==> src/hw/rtl/msgd_pkg.sv <==
// -----------------------------------------------------------------------------
// msgd_pkg
// Types, codes and helpers shared by the momentum SGD gain update block.
// -----------------------------------------------------------------------------
package msgd_pkg;

   // item actions
   localparam logic [1:0] ACT_LOAD    = 2'd0;
   localparam logic [1:0] ACT_GRAD    = 2'd1;
   localparam logic [1:0] ACT_READ    = 2'd2;
   localparam logic [1:0] ACT_RESTART = 2'd3;

   // register indexes
   localparam logic [2:0] CSR_LEARNING_RATE  = 3'd0;
   localparam logic [2:0] CSR_RATE_DECAY     = 3'd1;
   localparam logic [2:0] CSR_RATE_FLOOR     = 3'd2;
   localparam logic [2:0] CSR_MOMENTUM_START = 3'd3;
   localparam logic [2:0] CSR_MOMENTUM_STEP  = 3'd4;
   localparam logic [2:0] CSR_MOMENTUM_CAP   = 3'd5;
   localparam logic [2:0] CSR_GAIN_LOW       = 3'd6;
   localparam logic [2:0] CSR_GAIN_HIGH      = 3'd7;

   localparam int CSR_IDX_W = 3;
   localparam int CSR_W     = 24;
   localparam int INDEX_W   = 10;

   localparam logic [23:0] ONE_Q16  = 24'd65536;
   localparam logic [23:0] GAIN_ADD = 24'd3277;
   localparam logic [15:0] GAIN_MUL = 16'd62259;
   localparam logic [23:0] GAIN_MAX = 24'hFFFFFF;
   localparam logic [16:0] Q17_MAX  = 17'h1FFFF;

   localparam int MUL_A_W = 32;
   localparam int MUL_B_W = 25;
   localparam int PROD_W  = MUL_A_W + MUL_B_W;

   typedef struct packed {
      logic [1:0]         action;
      logic [9:0]         index;
      logic signed [31:0] value;
      logic               is_last;
   } req_type;

   typedef struct packed {
      logic signed [31:0] weight_out;
      logic signed [31:0] lookahead_out;
   } rsp_type;

   typedef struct packed {
      logic signed [31:0] weight;
      logic signed [31:0] velocity;
      logic [23:0]        gain;
   } entry_type;

   function automatic logic signed [31:0] sat32(input logic signed [57:0] x);
      logic signed [31:0] r;
      if (x > 58'sd2147483647) begin
         r = 32'sh7FFFFFFF;
      end else if (x < -58'sd2147483648) begin
         r = 32'sh80000000;
      end else begin
         r = x[31:0];
      end
      return r;
   endfunction

endpackage

==> src/hw/rtl/msgd_mul.sv <==
// -----------------------------------------------------------------------------
// msgd_mul
// Shared signed multiplier with a registered product.
// -----------------------------------------------------------------------------
module msgd_mul (
   input  logic                                   clock,
   input  logic signed [msgd_pkg::MUL_A_W-1:0]    mul_a,
   input  logic signed [msgd_pkg::MUL_B_W-1:0]    mul_b,
   output logic signed [msgd_pkg::PROD_W-1:0]     prod
);

   logic signed [msgd_pkg::PROD_W-1:0] prod_ff;
   logic signed [msgd_pkg::PROD_W-1:0] prod_in;

   always_comb begin
      prod_in = msgd_pkg::PROD_W'(mul_a) * msgd_pkg::PROD_W'(mul_b);
   end

   always_ff @(posedge clock) begin
      prod_ff <= prod_in;
   end

   assign prod = prod_ff;

endmodule

==> config.mk <==
export PLATFORM = sky130hd
export DESIGN_NAME = msgd_mul
export DESIGN_NICKNAME = d
export VERILOG_FILES = /design/src/hw/rtl/msgd_pkg.sv /design/src/hw/rtl/msgd_mul.sv
export SDC_FILE = /design/constraint.sdc
export NUM_CORES = 2
export LEC_CHECK = 0
export ABC_AREA = 1
export BUFFER_PORTS_ARGS = -buffer_cell sky130_fd_sc_hd__buf_2
export CAP_MARGIN = 40
export CORE_MARGIN = 4
export CORE_UTILIZATION = 40
export CTS_CLUSTER_SIZE = 16
export DETAILED_ROUTE_END_ITERATION = 8
export GPL_ROUTABILITY_DRIVEN = 1
export MAX_ROUTING_LAYER = met4
export PLACE_DENSITY = 0.54
export SYNTH_ARGS = -nofsm -noshare
export SYNTH_HDL_FRONTEND = slang
export SYNTH_SLANG_ARGS = --single-unit
==> constraint.sdc <==
create_clock -name clock -period 10 [get_ports clock]
set_input_delay 2 -clock clock [delete_from_list [all_inputs] [get_ports clock]]
set_output_delay 2 -clock clock [all_outputs]
set_load 0.05 [all_outputs]
==> impl_metrics.py <==
metrics = {
    "worst_setup_path": {
        "cpPeakStageDelay_ns": 0.67,
        "critPathTopFamily": "adder cells",
        "crit_top_cell": "inv_1",
        "arrival_ns": 8.80,
        "critPathLaunchType": "input pin",
        "crit_buf_inv": 9,
        "cp_slowest_cell": "fa_1",
        "cp.required_ns": 10.23,
        "crit_type": "input pin to flip-flop",
        "cp-end-kind": "flip-flop",
        "cp.depth": 26,
        "crit_fanout": 32,
    },
    "final_layout": {
        "areaGrowthSynthToFinish_pct": 5.30,
        "drive_gt1_share_pct": 5.11,
        "fin_util_pct": 42.5,
        "fillers": 8494,
        "largest_reg_flops": 57,
        "fin_nets": 5315,
    },
    "floorplanning": {
        "start_util_pct": 40.3,
        "io_pins": 115,
        "die_y_um": 293,
        "dieArea_um2": 85700,
        "die_w_um": 293,
        "row_count": 104,
        "core_um2": 80400,
    },
    "timing": {
        "slew-limit-headroom_pct": 40.0,
        "fin_tns_setup_ns": 0,
        "worst_pin_slew_ns": 0.900,
        "rsz0062_at_grt": "false",
        "finalHoldViolations": 0,
        "fmax_ghz": 0.117,
        "finalCritPeriodShare_pct": 85.7,
        "finalCriticalPeriod_ns": 8.57,
        "finalSetupViolCount": 0,
        "drv_slew": 0,
    },
    "route": {
        "num_vias": 24300,
        "drt_iter0_markers": 1197,
        "wl_per_cell_um": 16.5,
        "drc_errors": 0,
        "first_pass_iters": 7,
        "avgViaCountPerCell": 4.54,
        "wl_um": 88300,
        "ant_nets": 0,
    },
    "run": {
        "maxCapViolCount": 0,
    },
    "hold_path": {
        "min_to": "prod[0]",
        "whs_path_depth": 4,
        "holdCritPathClass": "input pin to flip-flop",
        "hold_start": "mul_a[0]",
    },
    "synthesis": {
        "ys_types": 29,
        "synth-edff-count": 0,
        "synthesis.area_um2": 32400,
        "yosysTopAreaCell": "fa_1",
        "synth.top_cell.area_share_pct": 50.5,
        "synthTopCellsByCount": "1498 x inv_1, 1275 x nand2_1, 819 x fa_1",
        "synth_flop_cell": "dfxtp_1",
        "async_flop_share_pct": 0,
        "synthCells": 4312,
        "synth-seq-cells": 57,
        "synth_nets": 5344,
        "avgSynthCellArea_um2": 7.52,
        "synth.area.top_cells": "fa_1 51%, inv_1 17%, nand2_1 15%",
        "post-synth-top-count-cell": "inv_1",
        "yosysSeqAreaShare_pct": 3.52,
        "synth_warnings": 0,
    },
    "grt": {
        "top_usage_layer": "met2",
        "grt_max_degree": 33,
        "antenna_found_initial": 5,
        "grt_util_met3_pct": 1.40,
        "grtUsageMet1_pct": 28.9,
        "grt_pass1_wl_um": 149000,
        "grt_usage_pct": 22.6,
        "met2_usage_pct": 40.6,
        "grt_overflow": 0,
        "grt_pass1_vias": 27300,
    },
    "clocking": {
        "root_buffer": "clkbuf_16",
        "hold_buffers": 0,
        "clk_pin_slew_worst_paths_ns": 0.05,
        "cts_made_buffers": 9,
        "postCtsSetupRepairBufs": 0,
        "clock-sinks": 57,
        "cts_resized": 0,
        "clockBufferDepth": 2,
        "cts_tree": "done",
        "htreeDepth": 3,
    },
    "status": {
        "status": "finished, final reports clean",
    },
    "place": {
        "place.gp.congestion": 0.925,
        "dp_hpwl_um": 76300,
        "numPortBuffers": 114,
    },
}
[layout by cell type, fill, tap and decap left out, types with 4 or more instances in the layout]
cell	Yosys	layout
nand4_1	21	21
o21ai_0	4	4
buf_4	0	16
fa_1	819	819
xnor2_1	5	5
and2_1	5	5
clkbuf_16	0	9
ha_1	155	155
inv_1	1498	1498
xor2_1	29	29
nand3_2	8	8
nor2_1	100	100
nor3_1	7	7
nand2_2	18	18
nand2_1	1275	1275
dfxtp_1	57	57
diode_2	0	4
nand3_1	50	50
or2_2	7	7
nor3_2	5	5
inv_2	8	8
nor2_4	7	7
buf_2	0	114
o21bai_1	6	6
a21oi_1	32	32
nor2_2	18	18
[per-stage QoR]
step	hold slack (ns)	cells	area, µm²	setup WS (ns)
2_1_floorplan	2.28	4312	32400	1.78
3_3_place_gp	2.47	5331	33800	1.07
3_5_place_dp	2.47	5332	33800	1.06
4_1_cts	2.30	5348	34200	1.41
5_1_grt	2.31	5352	34200	0.917
6_report	2.30	5352	34200	1.43
[final cells by class]
class,count,area (µm²),area share [%]
timing repair buffer,131,706,2.07
inverter,1506,5650,16.5
multi-input combinational,2578,25000,73.2
tap,1060,1330,3.88
clock buffer,9,225,0.659
antenna,4,10.0,0.0293
sequential,57,1140,3.34
clock inverter,7,95.1,0.278
[worst max-delay path by stage]
stage / from / end / slack [ns]
5_1_grt: mul_b[1] / prod[56] / 0.92
3_3_place_gp: mul_b[1] / prod[56] / 1.07
4_1_cts: mul_b[1] / prod[56] / 1.41
2_1_floorplan: mul_a[31] / prod[52] / 1.78
6_report: mul_b[1] / prod[56] / 1.43
3_5_place_dp: mul_b[1] / prod[56] / 1.06
[layer usage]
layer	wire [µm]	part of all wire [%]
met4	1340	1.5
met3	2900	3.3
met5	0	0
met2	45500	52
met1	38500	44
[logic make-up (layout without fill, tap and decap cells)]
family	Yosys count	in the layout	synth area share (%)
adders and majority gates	974	974	56.5
AOI/OAI and AO/OA	44	44	0.741
buffers and inverters	1677	1653	19.4
other	0	4	0
DFF	57	57	3.52
and+or+nand+nor	1526	1526	18.9
xor gates and xnor gates	34	34	0.918
[worst min-delay path: stages]
cell and delay [ns]:
buf_2 0.17, buf_4 0.25, nand2_1 0.11, inv_1 0.05
Power is not shown: default switching activity piles up to over one toggle a cycle in this logic, so the estimate is an artifact.
